[config.mk]
export PLATFORM = sky130hd
export DESIGN_NAME = iec_frame_byte_receiver
export DESIGN_NICKNAME = d
export VERILOG_FILES = /design/src/design/ifr_pkg.sv /design/src/design/ifr_front.sv /design/src/design/ifr_queue.sv /design/src/design/ifr_back.sv /design/src/design/iec_frame_byte_receiver.sv
export VERILOG_INCLUDE_DIRS = /design/src /design/src/design
export SDC_FILE = /design/constraint.sdc
export NUM_CORES = 1
export LEC_CHECK = 0
export ABC_AREA = 0
export ABC_CLOCK_PERIOD_IN_PS = 9400
export BUFFER_PORTS_ARGS = -buffer_cell sky130_fd_sc_hd__buf_2
export CAP_MARGIN = 20
export CORE_MARGIN = 1
export CORE_UTILIZATION = 45
export CTS_CLUSTER_SIZE = 24
export DETAILED_ROUTE_END_ITERATION = 10
export PLACE_DENSITY = 0.69
export SLEW_MARGIN = 20
export SYNTH_ARGS = -nofsm -noshare
export SYNTH_HDL_FRONTEND = slang
export SYNTH_SLANG_ARGS = --single-unit
[constraint.sdc]
create_clock -name aclk -period 9.4 [get_ports aclk]
set_clock_uncertainty 0.05 [all_clocks]
set_input_delay 1.88 -clock aclk [delete_from_list [all_inputs] [get_ports aclk]]
set_output_delay 1.88 -clock aclk [all_outputs]
set_load 0.02 [all_outputs]
[src/design/iec_frame_byte_receiver_defines.svh]
// Assertion macros for the frame byte receiver.
// Included by ifr_back, the RTL file that carries concurrent checks; no other dependencies.
`ifndef IEC_FRAME_BYTE_RECEIVER_DEFINES_SVH
`define IEC_FRAME_BYTE_RECEIVER_DEFINES_SVH

`ifndef NO_ASSERTIONS
// Check that an expression holds at every clock edge out of reset.
`define IFR_ASSERT_ALWAYS(label, clk, rst_n, expr) \
    label: assert property (@(posedge clk) disable iff (!(rst_n)) (expr)) \
        else $error("%m: invariant violated");
// Check that a condition implies a consequence in the same cycle.
`define IFR_ASSERT_IMPL(label, clk, rst_n, ante, cons) \
    label: assert property (@(posedge clk) disable iff (!(rst_n)) (ante) |-> (cons)) \
        else $error("%m: same-cycle implication violated");
// Check that a condition implies a consequence in the next cycle.
`define IFR_ASSERT_NEXT(label, clk, rst_n, ante, cons) \
    label: assert property (@(posedge clk) disable iff (!(rst_n)) (ante) |=> (cons)) \
        else $error("%m: next-cycle implication violated");
`else
`define IFR_ASSERT_ALWAYS(label, clk, rst_n, expr)
`define IFR_ASSERT_IMPL(label, clk, rst_n, ante, cons)
`define IFR_ASSERT_NEXT(label, clk, rst_n, ante, cons)
`endif

`endif

[src/design/ifr_pkg.sv]
// Shared types and constants for the frame byte receiver.
// No dependencies; imported by every module of the block.
`default_nettype none

package ifr_pkg;

    // Protocol control characters
    localparam logic [7:0] CH_SOH   = 8'h01;
    localparam logic [7:0] CH_ETX   = 8'h03;
    localparam logic [7:0] CH_EOT   = 8'h04;
    localparam logic [7:0] CH_ACK   = 8'h06;
    localparam logic [7:0] CH_LF    = 8'h0A;
    localparam logic [7:0] CH_NAK   = 8'h15;
    localparam logic [7:0] CH_SLASH = 8'h2F;

    // Channel code that names no source
    localparam logic [1:0] CHANNEL_NONE = 2'd3;

    // Configuration register indexes
    localparam int unsigned CFG_IDX_W = 4;
    localparam logic [CFG_IDX_W-1:0] CFG_RX_ENABLE      = 4'd0;
    localparam logic [CFG_IDX_W-1:0] CFG_CONNECTED_MODE = 4'd1;

    // Stream widths
    localparam int unsigned S_TDATA_W = 16;
    localparam int unsigned M_TDATA_W = 32;
    localparam int unsigned M_TUSER_W = 3;

    // Which start characters a byte matches
    typedef struct packed {
        logic soh;
        logic nak;
        logic ack;
        logic slash;
    } start_class_t;

    // Item as decoded by the front end
    typedef struct packed {
        logic         cmd;
        logic [1:0]   channel;
        logic [7:0]   rx_byte;
        logic         ch_valid;
        start_class_t start;
        logic         is_lf;
        logic         is_term;
    } item_class_t;

    // Configuration register contents
    typedef struct packed {
        logic rx_enable;
        logic connected_mode;
    } cfg_t;

    // One result item
    typedef struct packed {
        logic       accepted;
        logic [7:0] store_index;
        logic [7:0] store_byte;
        logic       frame_done;
        logic [1:0] owner_out;
        logic [7:0] frames_seen;
        logic       overflow;
    } result_t;

endpackage

`default_nettype wire

[src/design/ifr_front.sv]
// Front end: decodes an incoming item into its character classes.
// Depends on ifr_pkg.
`default_nettype none

module ifr_front (
    input  wire logic               cmd,
    input  wire logic [1:0]         channel,
    input  wire logic [7:0]         rx_byte,
    output ifr_pkg::item_class_t    item
);
    import ifr_pkg::*;

    // Classify the byte and the source channel
    always_comb begin
        item.cmd         = cmd;
        item.channel     = channel;
        item.rx_byte     = rx_byte;
        item.ch_valid    = (channel != CHANNEL_NONE);
        item.start.soh   = (rx_byte == CH_SOH);
        item.start.nak   = (rx_byte == CH_NAK);
        item.start.ack   = (rx_byte == CH_ACK);
        item.start.slash = (rx_byte == CH_SLASH);
        item.is_lf       = (rx_byte == CH_LF);
        item.is_term     = (rx_byte == CH_ETX) || (rx_byte == CH_EOT);
    end

endmodule

`default_nettype wire

[src/design/ifr_queue.sv]
// Two-entry queue of decoded items between front end and back end.
// Depends on ifr_pkg.
`default_nettype none

module ifr_queue (
    input  wire logic               aclk,
    input  wire logic               aresetn,
    input  wire logic               in_valid,
    output logic                    in_ready,
    input  wire ifr_pkg::item_class_t in_item,
    output logic                    out_valid,
    input  wire logic               out_ready,
    output ifr_pkg::item_class_t    out_item
);
    import ifr_pkg::*;

    item_class_t entries_reg [2];
    logic        wr_ptr_reg, wr_ptr_next;
    logic        rd_ptr_reg, rd_ptr_next;
    logic [1:0]  count_reg, count_next;
    logic        push, pop;

    assign in_ready  = (count_reg != 2'd2);
    assign out_valid = (count_reg != 2'd0);
    assign out_item  = entries_reg[rd_ptr_reg];
    assign push      = in_valid && in_ready;
    assign pop       = out_valid && out_ready;

    // Advance pointers and occupancy
    always_comb begin
        wr_ptr_next = push ? ~wr_ptr_reg : wr_ptr_reg;
        rd_ptr_next = pop  ? ~rd_ptr_reg : rd_ptr_reg;
        case ({push, pop})
            2'b10:   count_next = count_reg + 2'd1;
            2'b01:   count_next = count_reg - 2'd1;
            default: count_next = count_reg;
        endcase
    end

    always_ff @(posedge aclk) begin
        if (!aresetn) begin
            wr_ptr_reg <= 1'b0;
            rd_ptr_reg <= 1'b0;
            count_reg  <= 2'd0;
        end else begin
            wr_ptr_reg <= wr_ptr_next;
            rd_ptr_reg <= rd_ptr_next;
            count_reg  <= count_next;
        end
    end

    // Store the pushed item
    always_ff @(posedge aclk) begin
        if (push) begin
            entries_reg[wr_ptr_reg] <= in_item;
        end
    end

endmodule

`default_nettype wire

[src/design/ifr_back.sv]
// Back end: frame state, acceptance decision and the output register.
// Depends on ifr_pkg and iec_frame_byte_receiver_defines.svh.
`default_nettype none
`include "iec_frame_byte_receiver_defines.svh"

module ifr_back #(
    parameter int unsigned BUF_DEPTH = 256
) (
    input  wire logic                 aclk,
    input  wire logic                 aresetn,
    input  wire ifr_pkg::cfg_t        cfg,
    input  wire logic                 in_valid,
    output logic                      in_ready,
    input  wire ifr_pkg::item_class_t in_item,
    output logic                      out_valid,
    input  wire logic                 out_ready,
    output ifr_pkg::result_t          out_res
);
    import ifr_pkg::*;

    localparam int unsigned PTR_W = $clog2(BUF_DEPTH + 1);
    localparam logic [PTR_W-1:0] PTR_FULL = PTR_W'(BUF_DEPTH);
    localparam logic [PTR_W-1:0] PTR_TWO  = PTR_W'(2);

    logic [PTR_W-1:0] wp_reg, wp_next;
    start_class_t     first_reg, first_next;
    logic             prev_term_reg, prev_term_next;
    logic [1:0]       owner_reg, owner_next;
    logic [7:0]       frames_reg, frames_next;
    logic             held_reg, held_next;
    logic             out_valid_reg;
    result_t          res_reg, res_next;
    logic             pop;
    logic             heard;
    logic             start_ok;
    logic             done;
    start_class_t     first;

    assign in_ready  = !out_valid_reg || out_ready;
    assign pop       = in_valid && in_ready;
    assign out_valid = out_valid_reg;
    assign out_res   = res_reg;

    // Decide what the head item does to the frame state
    always_comb begin
        wp_next        = wp_reg;
        first_next     = first_reg;
        prev_term_next = prev_term_reg;
        owner_next     = owner_reg;
        frames_next    = frames_reg;
        held_next      = held_reg;
        res_next       = '0;
        done           = 1'b0;
        heard          = cfg.rx_enable && in_item.ch_valid && !held_reg &&
                         !(cfg.connected_mode && (in_item.channel != owner_reg));
        first          = (wp_reg == '0) ? in_item.start : first_reg;
        start_ok       = cfg.connected_mode ? (first.soh || first.nak || first.ack)
                                            : (first.slash || first.ack);
        if (in_item.cmd) begin
            // Release the held frame and rewind
            held_next = 1'b0;
            wp_next   = '0;
        end else if (heard) begin
            if (wp_reg >= PTR_FULL) begin
                res_next.overflow = 1'b1;
            end else if (!start_ok) begin
                wp_next = '0;
            end else begin
                if (cfg.connected_mode) begin
                    done = ((wp_reg == '0) && (first.nak || first.ack)) ||
                           ((wp_reg >= PTR_TWO) && prev_term_reg);
                end else begin
                    done = (wp_reg != '0) && in_item.is_lf;
                end
                res_next.accepted    = 1'b1;
                res_next.store_index = 8'(wp_reg);
                res_next.store_byte  = in_item.rx_byte;
                res_next.frame_done  = done;
                if (wp_reg == '0) begin
                    first_next = in_item.start;
                end
                prev_term_next = in_item.is_term;
                wp_next        = wp_reg + PTR_W'(1);
                if (done) begin
                    owner_next  = in_item.channel;
                    frames_next = frames_reg + 8'd1;
                    held_next   = 1'b1;
                end
            end
        end
        res_next.owner_out   = owner_next;
        res_next.frames_seen = frames_next;
    end

    // Commit state on pop; drop the output when taken
    always_ff @(posedge aclk) begin
        if (!aresetn) begin
            wp_reg        <= '0;
            first_reg     <= '0;
            prev_term_reg <= 1'b0;
            owner_reg     <= 2'd0;
            frames_reg    <= 8'd0;
            held_reg      <= 1'b0;
            out_valid_reg <= 1'b0;
        end else if (pop) begin
            wp_reg        <= wp_next;
            first_reg     <= first_next;
            prev_term_reg <= prev_term_next;
            owner_reg     <= owner_next;
            frames_reg    <= frames_next;
            held_reg      <= held_next;
            out_valid_reg <= 1'b1;
        end else if (out_ready) begin
            out_valid_reg <= 1'b0;
        end
    end

    // Load the result register
    always_ff @(posedge aclk) begin
        if (pop) begin
            res_reg <= res_next;
        end
    end

    `IFR_ASSERT_ALWAYS(a_ptr_bound, aclk, aresetn, wp_reg <= PTR_FULL)
    `IFR_ASSERT_IMPL(a_done_holds, aclk, aresetn, out_valid_reg && res_reg.frame_done, held_reg)
    `IFR_ASSERT_IMPL(a_ovf_full, aclk, aresetn, out_valid_reg && res_reg.overflow, wp_reg == PTR_FULL)
    `IFR_ASSERT_NEXT(a_release_clears, aclk, aresetn, pop && in_item.cmd, (wp_reg == '0) && !held_reg)

endmodule

`default_nettype wire

[src/design/iec_frame_byte_receiver.sv]
// Frame byte receiver: stream input, two-entry item queue, frame state back end.
// Top level; depends on ifr_pkg, ifr_front, ifr_queue and ifr_back.
//
// Usage:
//   Received bytes and release commands enter on the s_ stream channel; every
//   item yields exactly one result item on the m_ stream channel, carrying the
//   store position and byte, the frame-complete mark (m_tlast), link owner,
//   frame count and the accepted, timer-restart and overflow flags.
//   Registers rx_enable and connected_mode are written on the cfg_ channel,
//   which is always ready; write them only while no item is in flight.
//   An accepted item is written into a queue slot and then, once the back end
//   takes it, into the output register that drives m_tvalid and the result.
//   Throughput: one item per cycle while m_tready stays high, as the back end
//   reads one queue entry each cycle; a low m_tready stalls it.
//   Reset (aresetn low, synchronous) clears the frame pointer, owner, counter
//   and hold flag, sets rx_enable to 1 and connected_mode to 0; no clearing
//   pass follows, so items are taken from the first cycle out of reset.
//   When m_tready stays low the output register holds its item, the queue
//   fills with up to two more items and then s_tready drops.
`default_nettype none

module iec_frame_byte_receiver #(
    parameter int unsigned BUF_DEPTH = 256
) (
    input  wire logic                              aclk,
    input  wire logic                              aresetn,
    // Input item stream
    input  wire logic                              s_tvalid,
    output logic                                   s_tready,
    input  wire logic [ifr_pkg::S_TDATA_W-1:0]     s_tdata,  // [1:0] channel, [9:2] rx_byte
    input  wire logic                              s_tuser,  // [0] cmd
    // Result item stream
    output logic                                   m_tvalid,
    input  wire logic                              m_tready,
    output logic [ifr_pkg::M_TDATA_W-1:0]          m_tdata,  // [7:0] store_index,
                                                              // [15:8] store_byte,
                                                              // [17:16] owner_out,
                                                              // [25:18] frames_seen
    output logic [ifr_pkg::M_TUSER_W-1:0]          m_tuser,  // [0] accepted,
                                                              // [1] restart_timer, [2] overflow
    output logic                                   m_tlast,  // frame_done
    // Configuration write channel
    input  wire logic                              cfg_valid,
    output logic                                   cfg_ready,
    input  wire logic [ifr_pkg::CFG_IDX_W-1:0]     cfg_index,
    input  wire logic                              cfg_wdata
);
    import ifr_pkg::*;

    cfg_t        cfg_reg;
    item_class_t front_item;
    item_class_t queue_item;
    logic        queue_valid;
    logic        back_ready;
    result_t     res;

    assign cfg_ready = 1'b1;

    // Write configuration registers
    always_ff @(posedge aclk) begin
        if (!aresetn) begin
            cfg_reg.rx_enable      <= 1'b1;
            cfg_reg.connected_mode <= 1'b0;
        end else if (cfg_valid && cfg_ready) begin
            case (cfg_index)
                CFG_RX_ENABLE:      cfg_reg.rx_enable      <= cfg_wdata;
                CFG_CONNECTED_MODE: cfg_reg.connected_mode <= cfg_wdata;
                default:            ;
            endcase
        end
    end

    // Decode the incoming item
    ifr_front u_front (
        .cmd     (s_tuser),
        .channel (s_tdata[1:0]),
        .rx_byte (s_tdata[9:2]),
        .item    (front_item)
    );

    // Buffer decoded items
    ifr_queue u_queue (
        .aclk      (aclk),
        .aresetn   (aresetn),
        .in_valid  (s_tvalid),
        .in_ready  (s_tready),
        .in_item   (front_item),
        .out_valid (queue_valid),
        .out_ready (back_ready),
        .out_item  (queue_item)
    );

    // Run the frame state machine
    ifr_back #(
        .BUF_DEPTH (BUF_DEPTH)
    ) u_back (
        .aclk      (aclk),
        .aresetn   (aresetn),
        .cfg       (cfg_reg),
        .in_valid  (queue_valid),
        .in_ready  (back_ready),
        .in_item   (queue_item),
        .out_valid (m_tvalid),
        .out_ready (m_tready),
        .out_res   (res)
    );

    // Pack the result item
    assign m_tdata = {6'd0, res.frames_seen, res.owner_out, res.store_byte, res.store_index};
    assign m_tuser = {res.overflow, res.accepted, res.accepted};
    assign m_tlast = res.frame_done;

endmodule

`default_nettype wire
==> flow_metrics.py <==
metrics = {
    "cts": {
        "cts.clk_slew.worst_paths_ns": 0.11,
        "cts_tree": "built",
        "cts_setup_buffers": 0,
        "insertion_delay_ns": 0.37,
        "cts.sinks": 98,
        "cts_buffers": 9,
        "cts_hold_buf": 0,
        "cts_root_buf": "clkbuf_8",
        "cts_max_level": 3,
        "cts_resized": 0,
        "clockBufferDepth": 2,
    },
    "synth": {
        "syn_inst": 377,
        "yosys.area.top_type": "edfxtp_1",
        "synth_edf_count": 65,
        "synth-warning-count": 0,
        "synth.ff_latch_count": 98,
        "synth-main-ff-cell": "edfxtp_1",
        "synth_common_cells": "edfxtp_1 (65), dfxtp_1 (33), nand2_1 (33), nor2_1 (31), mux2i_1 (23)",
        "synth_area_leaders": "edfxtp_1 (44%), dfxtp_1 (15%), mux2i_1 (5.2%), nand2_1 (2.8%), nor2_1 (2.6%)",
        "synthDominantCellAreaShare": 0.437,
        "async_flop_share": 0,
        "yosysUniqueCellTypes": 62,
        "synth_area_mm2": 0.00447,
        "synth.most_common_cell": "edfxtp_1",
        "syn_area_per_cell_um2": 11.8,
        "ys_seq_area_frac": 0.585,
    },
    "cells_and_area": {
        "final_area_mm2": 0.00497,
        "n_antenna_cell": 0,
        "syn_to_final_growth_pct": 11.2,
        "final.fill_count": 843,
        "final_cells": 557,
        "largest_register_ffs": 36,
        "layout-drive-gt1-share": 0.227,
        "finalNetCount": 455,
    },
    "grt": {
        "grt_overflow": 0,
        "grt_max_degree": 37,
        "antenna_found_initial": 0,
        "grt_pass1_vias": 2813,
        "grt_pass1_wl_um": 13700,
        "grt.total_usage": 0.175,
    },
    "worst_setup_path": {
        "cp_data_arrival_time_ns": 3.73,
        "critPathKind": "in -> reg",
        "cp-start-kind": "input pin",
        "setup.worst_path.start": "m_tready",
        "rr_startpoint": "u_back.wp_reg[0]",
        "path_max_fanout": 36,
        "worstPathRequired_ns": 9.65,
        "cp-end-kind": "flop",
    },
    "routing": {
        "postRouteAntennaNets": 0,
        "vias_per_cell": 5.33,
        "num_vias": 2970,
        "drt_first_pass_iters": 4,
        "drt_wl_total_um": 8230,
        "drc": 0,
        "wl_per_cell_um": 14.8,
        "drt-initial-drc-count": 167,
    },
    "place": {
        "dpl_cell_area_mm2": 0.00477,
        "port_buffers": 52,
        "place_congestion": 0.845,
        "place_hpwl_um": 5670,
        "placed_cells": 541,
    },
    "hold_path": {
        "hold_path.class": "reg -> reg",
        "hold_start": "u_back.first_reg[0]",
    },
    "sta": {
        "holdWs_ns": 0.420,
        "slew_viol_final": 0,
        "hold_viol": 0,
        "rsz0062_at_grt": "false",
        "setup_viol": 0,
        "slew_headroom": 0.406,
        "tightestPinTransition_ns": 0.889,
        "fin_tns_setup_ns": 0,
        "period_share": 0.371,
        "period_needed_ns": 3.49,
        "max_clock_freq_mhz": 287,
    },
    "job": {
        "drv_cap": 0,
    },
    "die": {
        "num_rows": 35,
        "die_w_um": 102,
        "dieArea_mm2": 0.0103,
        "io_pins": 66,
        "die-height_um": 102,
        "start_util": 0.474,
        "core-area_mm2": 0.00942,
    },
    "run_status": {
        "status": "finished clean",
    },
    "power_and_ir_drop": {
        "max-vdd-ir-drop_uv": 96.0,
        "power_uw": 1260,
        "leakagePower_uw": 0.00184,
        "power_density_mw_per_mm2": 254,
    },
}
## power breakdown
group          total (uW)  switching [uW]  internal (uW)
clock network         266             162            104
registers             610            39.4            571
logic                 385             261            124
## metal layers
metal,track usage,wire length [um]
met1,0.224,3740
met2,0.290,3980
met3,0.0338,434
met4,0.0725,74
met5,0,0
## layout make-up
cell class / count / area (um2) / area share
timing repair buffer: 55 / 283 / 0.0569
tap: 129 / 161 / 0.0325
clock inverter: 7 / 68.8 / 0.0139
multi-input combinational: 249 / 1680 / 0.338
inverter: 10 / 37.5 / 0.00755
sequential: 98 / 2610 / 0.526
clock buffer: 9 / 124 / 0.0249
## worst max-delay path: stages
cell      delay, ns
buf_2          0.07
nor2b_1        0.04
or2_2          0.41
clkinv_1       0.07
buf_4          0.40
ha_1           0.36
or3_1          0.35
a21oi_1        0.14
## final timing paths
kind,end,slack [ns],cells past startpoint
worst min-delay path,u_back.first_reg[0],0.42,2
worst min register to register,u_back.first_reg[0],0.42,2
worst max-delay path,u_queue.count_reg[1],5.91,8
worst max register to register,u_back.out_res[2],6.06,9
## metrics by stage
stage / setup WS, ns / utilization
final: 5.91 / 0.528
after global routing: 5.77 / 0.528
after CTS: 5.68 / 0.528
after detailed placement: 5.50 / 0.507
after global placement: 5.54 / 0.507
after floorplan: 4.99 / -
## logic make-up after synthesis
logic type,Yosys count,synth area share
AO/OA/AOI/OAI,59,0.0969
XOR/XNOR,11,0.0216
adder cells (fa/ha/maj),5,0.0140
buffers and inverters,35,0.0431
flip-flops,98,0.585
multiplexers,30,0.0692
other,2,0.00168
AND/OR/NAND/NOR,137,0.169
## layout by cell type (no fill, tap or decap), drive strengths merged, types with 3 or more instances in the layout
cell | Yosys | layout
or3 | 4 | 4
a31oi | 3 | 3
xor2 | 3 | 3
o2bb2ai | 3 | 3
a211oi | 5 | 5
nand3 | 12 | 12
mux2 | 7 | 7
nor2 | 32 | 32
xnor2 | 8 | 8
o21a | 4 | 4
nand2b | 6 | 6
and2 | 6 | 6
nor3 | 8 | 8
nor3b | 3 | 3
clkbuf | 6 | 9
nand2 | 33 | 33
and3 | 7 | 7
a311oi | 3 | 3
nor4 | 5 | 5
a21o | 3 | 3
buf | 19 | 55
nand4 | 6 | 6
ha | 5 | 5
edfxtp | 65 | 65
o21ai | 8 | 8
or2 | 3 | 3
a21oi | 16 | 16
mux2i | 23 | 23
o31ai | 3 | 3
inv | 9 | 15
conb | 2 | 7
nor4b | 3 | 3
or4 | 4 | 4
dfxtp | 33 | 33
No activity file was read; power rests on OpenSTA's default activity.
